File: src/rtl/kcfc_pkg.sv
// kicker charge and fire control: shared types, codes and band tables
package kcfc_pkg;

	// request fields as they arrive from the tick source
	typedef struct packed {
		logic [11:0] adc_code;
		logic [31:0] now_us;
		logic [3:0]  kick_power;
		logic [2:0]  kick_mode;
		logic        deep_sensor_level;
		logic        front_sensor_level;
	} req_t;

	// result fields, taken from the state after the tick, plus the measured voltage of the tick
	typedef struct packed {
		logic        charge_level;
		logic        discharge_level;
		logic        straight_level;
		logic        chip_level;
		logic        led_deep;
		logic        led_front;
		logic        ready_res;
		logic [1:0]  phase_out;
		logic [15:0] cap_centivolts;
	} rsp_t;

	// request after scaling: converter code replaced by converter millivolts (0.14 V each)
	typedef struct packed {
		logic [11:0] volt_code;
		logic [31:0] now_us;
		logic [3:0]  kick_power;
		logic [2:0]  kick_mode;
		logic        deep_n;
		logic        front_n;
	} stage_t;

	// sequencer phases
	localparam logic [1:0] PH_PREPARE = 2'd0;
	localparam logic [1:0] PH_KICK    = 2'd1;
	localparam logic [1:0] PH_AFTER   = 2'd2;

	// kick modes
	localparam logic [2:0] MODE_OFF           = 3'd0;
	localparam logic [2:0] MODE_KICK_FRONT    = 3'd1;
	localparam logic [2:0] MODE_KICK_UP       = 3'd2;
	localparam logic [2:0] MODE_AUTO_FRONT    = 3'd3;
	localparam logic [2:0] MODE_AUTO_UP       = 3'd4;
	localparam logic [2:0] MODE_AUTO_MOMENTUM = 3'd5;

	// pin bit positions in the level vector
	localparam int PIN_CHARGE    = 0;
	localparam int PIN_DISCHARGE = 1;
	localparam int PIN_STRAIGHT  = 2;
	localparam int PIN_CHIP      = 3;

	// re-arm delay after a kick, microseconds
	localparam logic [31:0] SETTLE_US = 32'd10000;

	// 10 V in units of 1/1400 V
	localparam logic [19:0] VOLT_10 = 20'd14000;

	// code*3300/4095 == code*220/273, done as code * ceil(2^30/273)*220 >> 30 (exact for 12 bits)
	localparam logic [29:0] DIV_RECIP = 30'd865286620;

	// lower edge of the band (target - bound), in 1/1400 V
	function automatic logic signed [20:0] band_lo(input logic [3:0] power);
		logic signed [20:0] lo;
		unique case (power)
			4'd0:    lo = -21'sd7000;
			4'd1:    lo = 21'sd133000;
			4'd2:    lo = 21'sd154850;
			4'd3:    lo = 21'sd176700;
			4'd4:    lo = 21'sd198550;
			4'd5:    lo = 21'sd220400;
			4'd6:    lo = 21'sd242250;
			4'd7:    lo = 21'sd264100;
			4'd8:    lo = 21'sd287000;
			4'd9:    lo = 21'sd310000;
			4'd10:   lo = 21'sd333000;
			4'd11:   lo = 21'sd356000;
			4'd12:   lo = 21'sd379000;
			4'd13:   lo = 21'sd402000;
			4'd14:   lo = 21'sd425000;
			default: lo = 21'sd448000;
		endcase
		return lo;
	endfunction

	// upper edge of the band (target + bound), in 1/1400 V
	function automatic logic signed [20:0] band_hi(input logic [3:0] power);
		logic signed [20:0] hi;
		unique case (power)
			4'd0:    hi = 21'sd7000;
			4'd1:    hi = 21'sd147000;
			4'd2:    hi = 21'sd171150;
			4'd3:    hi = 21'sd195300;
			4'd4:    hi = 21'sd219450;
			4'd5:    hi = 21'sd243600;
			4'd6:    hi = 21'sd267750;
			4'd7:    hi = 21'sd291900;
			4'd8:    hi = 21'sd315000;
			4'd9:    hi = 21'sd338000;
			4'd10:   hi = 21'sd361000;
			4'd11:   hi = 21'sd384000;
			4'd12:   hi = 21'sd407000;
			4'd13:   hi = 21'sd430000;
			4'd14:   hi = 21'sd453000;
			default: hi = 21'sd476000;
		endcase
		return hi;
	endfunction

endpackage

File: src/rtl/kcfc_scale.sv
// converter code to capacitor volts scaling, code*3300/4095 by reciprocal multiply
module kcfc_scale (
	input  logic [11:0] adc_code,
	output logic [11:0] volt_code
);

	logic [41:0] prod;

	// one 12x30 constant multiply, top bits are the exact quotient
	assign prod      = 42'(adc_code) * 42'(kcfc_pkg::DIV_RECIP);
	assign volt_code = prod[41:30];

endmodule

File: src/rtl/kcfc_ctrl.sv
// band control and prepare/kick/after-kick sequencer with result registers
module kcfc_ctrl (
	input  logic             clk,
	input  logic             arst_n,
	input  logic             upd,
	input  kcfc_pkg::stage_t item,
	output kcfc_pkg::rsp_t   rsp
);

	logic [1:0]  phase_q, phase_d;
	logic        in_band_q, in_band_d;
	logic [31:0] fire_time_q, fire_time_d;
	logic [3:0]  pins_q, pins_d;
	logic [1:0]  leds_q, leds_d;
	logic [15:0] cap_q;

	logic [19:0]        actual;
	logic signed [20:0] actual_s;
	logic signed [20:0] lo;
	logic signed [20:0] hi;
	logic [31:0]        elapsed;
	logic               fire_now;
	logic               fire_chip;

	// capacitor voltage in 1/1400 V and the band edges for this power
	assign actual   = 20'(item.volt_code) * 20'd196;
	assign actual_s = signed'({1'b0, actual});
	assign lo       = kcfc_pkg::band_lo(item.kick_power);
	assign hi       = kcfc_pkg::band_hi(item.kick_power);
	assign elapsed  = item.now_us - fire_time_q;

	// which solenoid, if any, this mode fires in the kick phase
	always_comb begin
		fire_now  = 1'b0;
		fire_chip = 1'b0;
		unique case (item.kick_mode)
			kcfc_pkg::MODE_KICK_FRONT: fire_now = 1'b1;
			kcfc_pkg::MODE_KICK_UP: begin
				fire_now  = 1'b1;
				fire_chip = 1'b1;
			end
			kcfc_pkg::MODE_AUTO_FRONT: fire_now = item.deep_n && item.front_n;
			kcfc_pkg::MODE_AUTO_UP: begin
				fire_now  = item.deep_n && item.front_n;
				fire_chip = 1'b1;
			end
			kcfc_pkg::MODE_AUTO_MOMENTUM: fire_now = item.deep_n || item.front_n;
			default: fire_now = 1'b0;
		endcase
	end

	// next state for one tick
	always_comb begin
		phase_d     = phase_q;
		in_band_d   = in_band_q;
		fire_time_d = fire_time_q;
		pins_d      = pins_q;
		leds_d      = leds_q;
		priority if (phase_q == kcfc_pkg::PH_PREPARE || !in_band_q) begin
			pins_d[kcfc_pkg::PIN_STRAIGHT] = 1'b1;
			pins_d[kcfc_pkg::PIN_CHIP]     = 1'b1;
			priority if (actual_s < lo) begin
				pins_d[kcfc_pkg::PIN_DISCHARGE] = 1'b1;
				pins_d[kcfc_pkg::PIN_CHARGE]    = 1'b0;
				in_band_d = 1'b0;
			end else if (actual_s > hi) begin
				pins_d[kcfc_pkg::PIN_DISCHARGE] = 1'b0;
				pins_d[kcfc_pkg::PIN_CHARGE]    = 1'b1;
				in_band_d = 1'b0;
			end else begin
				pins_d[kcfc_pkg::PIN_DISCHARGE] = 1'b1;
				pins_d[kcfc_pkg::PIN_CHARGE]    = 1'b1;
				in_band_d = 1'b1;
				if (item.kick_mode != kcfc_pkg::MODE_OFF) begin
					phase_d = kcfc_pkg::PH_KICK;
				end
			end
			leds_d = {item.front_n, item.deep_n};
		end else if (phase_q == kcfc_pkg::PH_KICK) begin
			pins_d[kcfc_pkg::PIN_DISCHARGE] = 1'b1;
			pins_d[kcfc_pkg::PIN_CHARGE]    = 1'b1;
			phase_d = kcfc_pkg::PH_PREPARE;
			if (fire_now) begin
				fire_time_d = item.now_us;
				phase_d     = kcfc_pkg::PH_AFTER;
				if (fire_chip) begin
					pins_d[kcfc_pkg::PIN_CHIP] = 1'b0;
				end else begin
					pins_d[kcfc_pkg::PIN_STRAIGHT] = 1'b0;
				end
			end
		end else if (phase_q == kcfc_pkg::PH_AFTER) begin
			if (elapsed > kcfc_pkg::SETTLE_US && actual < kcfc_pkg::VOLT_10) begin
				phase_d = kcfc_pkg::PH_PREPARE;
			end
		end else begin
			phase_d = phase_q;
		end
	end

	// state doubles as the result register
	always_ff @(posedge clk or negedge arst_n) begin
		if (!arst_n) begin
			phase_q     <= kcfc_pkg::PH_PREPARE;
			in_band_q   <= 1'b0;
			fire_time_q <= '0;
			pins_q      <= 4'b1111;
			leds_q      <= 2'b00;
		end else if (upd) begin
			phase_q     <= phase_d;
			in_band_q   <= in_band_d;
			fire_time_q <= fire_time_d;
			pins_q      <= pins_d;
			leds_q      <= leds_d;
		end
	end

	// measured voltage in centivolts, payload only
	always_ff @(posedge clk) begin
		if (upd) begin
			cap_q <= 16'(item.volt_code) * 16'd14;
		end
	end

	assign rsp.charge_level    = pins_q[kcfc_pkg::PIN_CHARGE];
	assign rsp.discharge_level = pins_q[kcfc_pkg::PIN_DISCHARGE];
	assign rsp.straight_level  = pins_q[kcfc_pkg::PIN_STRAIGHT];
	assign rsp.chip_level      = pins_q[kcfc_pkg::PIN_CHIP];
	assign rsp.led_deep        = leds_q[0];
	assign rsp.led_front       = leds_q[1];
	assign rsp.ready_res       = in_band_q;
	assign rsp.phase_out       = phase_q;
	assign rsp.cap_centivolts  = cap_q;

endmodule

File: src/rtl/kicker_charge_and_fire_control_top.sv
// Kicker charge and fire control: one control tick per request, one result per request.
// A request is taken every cycle while the result side keeps up; its result passes through
// the input register, then the control/result register, with the scaling multiply, band
// compare and next-state logic between them. Throughput is one request per cycle while
// the result side keeps up, set by the control stage, which updates the phase, band flag,
// fire time and pin levels once per request. A stalled result holds the result register,
// the input register still fills while empty, and req_stall rises once both are full.
module kicker_charge_and_fire_control_top (
	input  logic           clk,
	input  logic           arst_n,
	input  logic           req_valid,
	output logic           req_stall,
	input  kcfc_pkg::req_t req_data,
	output logic           rsp_valid,
	input  logic           rsp_stall,
	output kcfc_pkg::rsp_t rsp_data
);

	logic             valid_s1;
	kcfc_pkg::req_t   req_s1;
	kcfc_pkg::stage_t scaled;
	logic             rsp_valid_q;
	logic             ld_out;
	logic             ld_s1;
	logic [11:0]      volt_code;

	// stage load enables, each stage moves when empty or when the next one moves
	assign ld_out    = !rsp_valid_q || !rsp_stall;
	assign ld_s1     = !valid_s1 || ld_out;
	assign req_stall = !ld_s1;
	assign rsp_valid = rsp_valid_q;

	// stage valid bits
	always_ff @(posedge clk or negedge arst_n) begin
		if (!arst_n) begin
			valid_s1    <= 1'b0;
			rsp_valid_q <= 1'b0;
		end else begin
			if (ld_s1) begin
				valid_s1 <= req_valid;
			end
			if (ld_out) begin
				rsp_valid_q <= valid_s1;
			end
		end
	end

	// input register
	always_ff @(posedge clk) begin
		if (ld_s1 && req_valid) begin
			req_s1 <= req_data;
		end
	end

	kcfc_scale u_scale (
		.adc_code  (req_s1.adc_code),
		.volt_code (volt_code)
	);

	// scaled request, sensors turned active high
	always_comb begin
		scaled.volt_code  = volt_code;
		scaled.now_us     = req_s1.now_us;
		scaled.kick_power = req_s1.kick_power;
		scaled.kick_mode  = req_s1.kick_mode;
		scaled.deep_n     = !req_s1.deep_sensor_level;
		scaled.front_n    = !req_s1.front_sensor_level;
	end

	kcfc_ctrl u_ctrl (
		.clk    (clk),
		.arst_n (arst_n),
		.upd    (ld_out && valid_s1),
		.item   (scaled),
		.rsp    (rsp_data)
	);

endmodule

File: config.mk
export PLATFORM = sky130hd
export DESIGN_NAME = kicker_charge_and_fire_control_top
export DESIGN_NICKNAME = d
export VERILOG_FILES = /design/src/rtl/kcfc_pkg.sv /design/src/rtl/kcfc_scale.sv /design/src/rtl/kcfc_ctrl.sv /design/src/rtl/kicker_charge_and_fire_control_top.sv
export SDC_FILE = /design/constraint.sdc
export NUM_CORES = 1
export LEC_CHECK = 0
export BUFFER_PORTS_ARGS = -buffer_cell sky130_fd_sc_hd__buf_4
export CAP_MARGIN = 0
export CORE_ASPECT_RATIO = 0.7
export CORE_UTILIZATION = 50
export CTS_CLUSTER_SIZE = 40
export DETAILED_ROUTE_END_ITERATION = 12
export HOLD_SLACK_MARGIN = 0.05
export PLACE_DENSITY = 0.68
export SYNTH_ARGS = -nofsm -noshare
export SYNTH_HDL_FRONTEND = slang
export SYNTH_SLANG_ARGS = --single-unit
File: constraint.sdc
create_clock -name clk -period 28.8 [get_ports clk]
set_input_delay 8.64 -clock clk [delete_from_list [all_inputs] [get_ports clk]]
set_output_delay 8.64 -clock clk [all_outputs]
set_load 0.05 [all_outputs]
==> run summary <==
status: completed
Remaining Overflow, GRT: 0
Top FF cell, synth: edfxtp_1
CTS tree: done
Post-Syn Instances: 1,472
Slew headroom: 22.7%
vias in the first global route: 10.2k
Final nets: 1,960
global-route wire length before repair: 53,400 um
core area: 28,200 sq um
mux share of post-synthesis cell area: 3.25%
clk slew on worst S/H paths: 0.06 ns
Cell Chain, Critical Path: buf_4 > nand3_1 > inv_1 > buf_4
CP Capture Type: output port
worst-margin pin slew: 1.16 ns
global placer's final weighted congestion: 0.967
setup_tns: 0 ns
Clock Latency Late Sink: 0.45 ns
DP HPWL: 26,900 um
root buf cell: clkbuf_16
Distinct cells, synth: 77
largest net degree at the start of global routing: 54
synth warn: 0
RR Startpoint: req_s1[47]$_DFFE_PP_
crit path launch: rsp_stall
Die Height: 145 um
post_cts resized: 0
worst path required time: 20.16 ns
ANT cells: 0
max-cap violations: 0
average routed wire per standard cell: 17.0 um
syn nets: 1,880
Post-synth EDFFs: 68
# clock sinks: 147
Vias/cell: 5.39
share of the synthesized area in the top cell type: 19.7%
Setup Fix Bufs, Post-CTS: 0
Area Growth Syn to Fin: 11.1%
Synth Register Bits: 147
Data arrival, critical path: 9.09 ns
largest family of logic cells by synthesized area: adder cells
Vias: 10.4k
hold buffer count at cts: 0
unrepaired setup endpoints after global routing: no
I/O pins: 84
crit path launch type: input port
Most common cell on crit path: buf_4
skew final: 0.0135 ns
CP max-delay cell: buf_4
row count: 51
fraction of registers with async set/reset: 29.3%
xor and xnor area share after synthesis: 3.16%
initial DRC count: 610
CP Class: in2out
post-route minimum period: 17.73 ns
Avg Cell Area, Syn: 9.87 sq um
Area contributors post-synth: ha_1 20%, fa_1 17%, edfxtp_1 14%
Worst path max stage delay: 0.18 ns
DIE WIDTH: 206 um
Final Max Tran Viols: 0
most common cell after layout, fill and taps aside: inv_1
compound-cell area share of the yosys netlist: 12.7%
Remaining DRCs: 0
f_max: 0.0564 GHz
Routed WL: 32,900 um
sequential element share of the synthesized area: 26.5%
Hold Vio Cnt, Final: 0
adder-cell area share of the yosys netlist: 36.5%
DRT Pass-1 Iters: 5
share of cells above drive strength 1: 11.6%
Final Setup Violations: 0
die area: 29,700 sq um
PortBufs: 82
ANT nets after route: 0
Simple-Gate Fraction of Synth Area: 9.58%
Num CTS Buffers: 17
min-delay src: u_ctrl.pins_q[3]$_DFFE_PN1P_
H-tree lvl count: 4
cell taking the most area after synthesis: ha_1
Starting Density: 51.5%
leading cell types in the layout, fill and taps excluded: 292 x inv_1, 229 x ha_1, 122 x fa_1
Tcrit/Tclk final: 61.6%
Max FO, Critical Path: 3
maximum clock insertion buffer count: 2
total track usage: 23.7%
Mapped Area: 14,500 sq um
initial antenna violation count: 0
Hold WC Path Type: reg2reg
routing by layer:
metal	share of wire, %	GRT usage [%]	vias up	routed length, um
met5	0	0	-	0
met4	1.1	4.68	0	363
met3	6.3	6.11	24	2090
met2	43	35.3	257	14100
met1	50	34.5	5017	16400
li1	-	-	5140	-
Yosys cell counts (all sizes together) (3+ instances only):
library cell  instances
a31oi                 4
a21boi                7
nand4                 8
o21bai                6
a221oi                3
a22oi                 4
nor2                 76
and3                 11
ha                  229
a21o                 24
o31ai                 6
xnor2                29
a41oi                 4
o2111ai               3
nor4                  5
a21oi                73
nand3                22
o31a                  3
dfxtp                36
mux2                 33
a211oi                7
edfxtp               68
mux2i                10
o21ai                71
nand2b               21
dfrtp                39
and4                  5
nor3b                 6
nor2b                14
o211ai               14
and2                  5
inv                 294
o21a                  8
o22ai                 9
dfstp                 4
clkbuf               24
a2111oi               5
nor3                 18
or2                  12
nand2                72
a311oi                3
o311ai                4
nand3b                4
xor2                 20
fa                  122
worst max-delay path, delay by kind of cell:
kind	cells	cell delay, ns
buffers and inverters	3	0.34
and+or+nand+nor	1	0.10
sequential cells by signal (all words and copies together), names as in the netlist:
register            flops
u_ctrl.pins_q           4
rsp_valid               1
valid_s1                1
u_ctrl.lo              19
req_s1                 53
u_ctrl.phase_q          2
u_ctrl.fire_time_q     32
u_ctrl.leds_q           2
u_ctrl.in_band_q        1
u_ctrl.cap_q           15
u_ctrl.hi              17
through the flow:
stage                     util, %  cells  hold WS, ns  area [sq um]  setup WS, ns
after global placement       55.1   1904        0.470         15500         11.08
after floorplan                 -   1472        0.454         14500         11.09
after CTS                    57.2   1936        0.493         16100         11.07
after detailed placement     55.1   1904        0.478         15500         11.07
final                        57.2   1936        0.487         16100         11.07
after global routing         57.2   1936        0.505         16100         11.04
final timing paths:
check	end	slack (ns)	cells past startpoint
max	req_stall	11.07	4
max reg2reg	u_ctrl.phase_q[1]$_DFFE_PN0P_	17.58	42
max in group asynchronous	u_ctrl.phase_q[0]$_DFFE_PN0P_	20.22	1
min in group asynchronous	u_ctrl.fire_time_q[24]$_DFFE_PN0P_	8.18	1
min	u_ctrl.pins_q[3]$_DFFE_PN1P_	0.49	2
min reg2reg	u_ctrl.pins_q[3]$_DFFE_PN1P_	0.49	2
cell type report:
type	instances	area [sq um]
Multi-Input combinational cell	1005	9470
Clock buffer	18	429
Clock inverter	14	164
Inverter	294	1100
Tap cell	371	464
Sequential cell	147	3840
Timing Repair Buffer	87	653
Fill cell	2465	12100
kinds of logic (layout without fill, tap and decap cells):
logic type	after synthesis	count (layout)
other cells	1	1
xor+xnor	50	50
flops	147	147
fa+ha+maj	351	351
compound gates	276	276
buf+inv	320	413
mux	43	43
simple gates	284	284
Power is left out: the tool's default activity adds up to more than one toggle a clock period on the data nets, which glitch-free logic cannot reach.
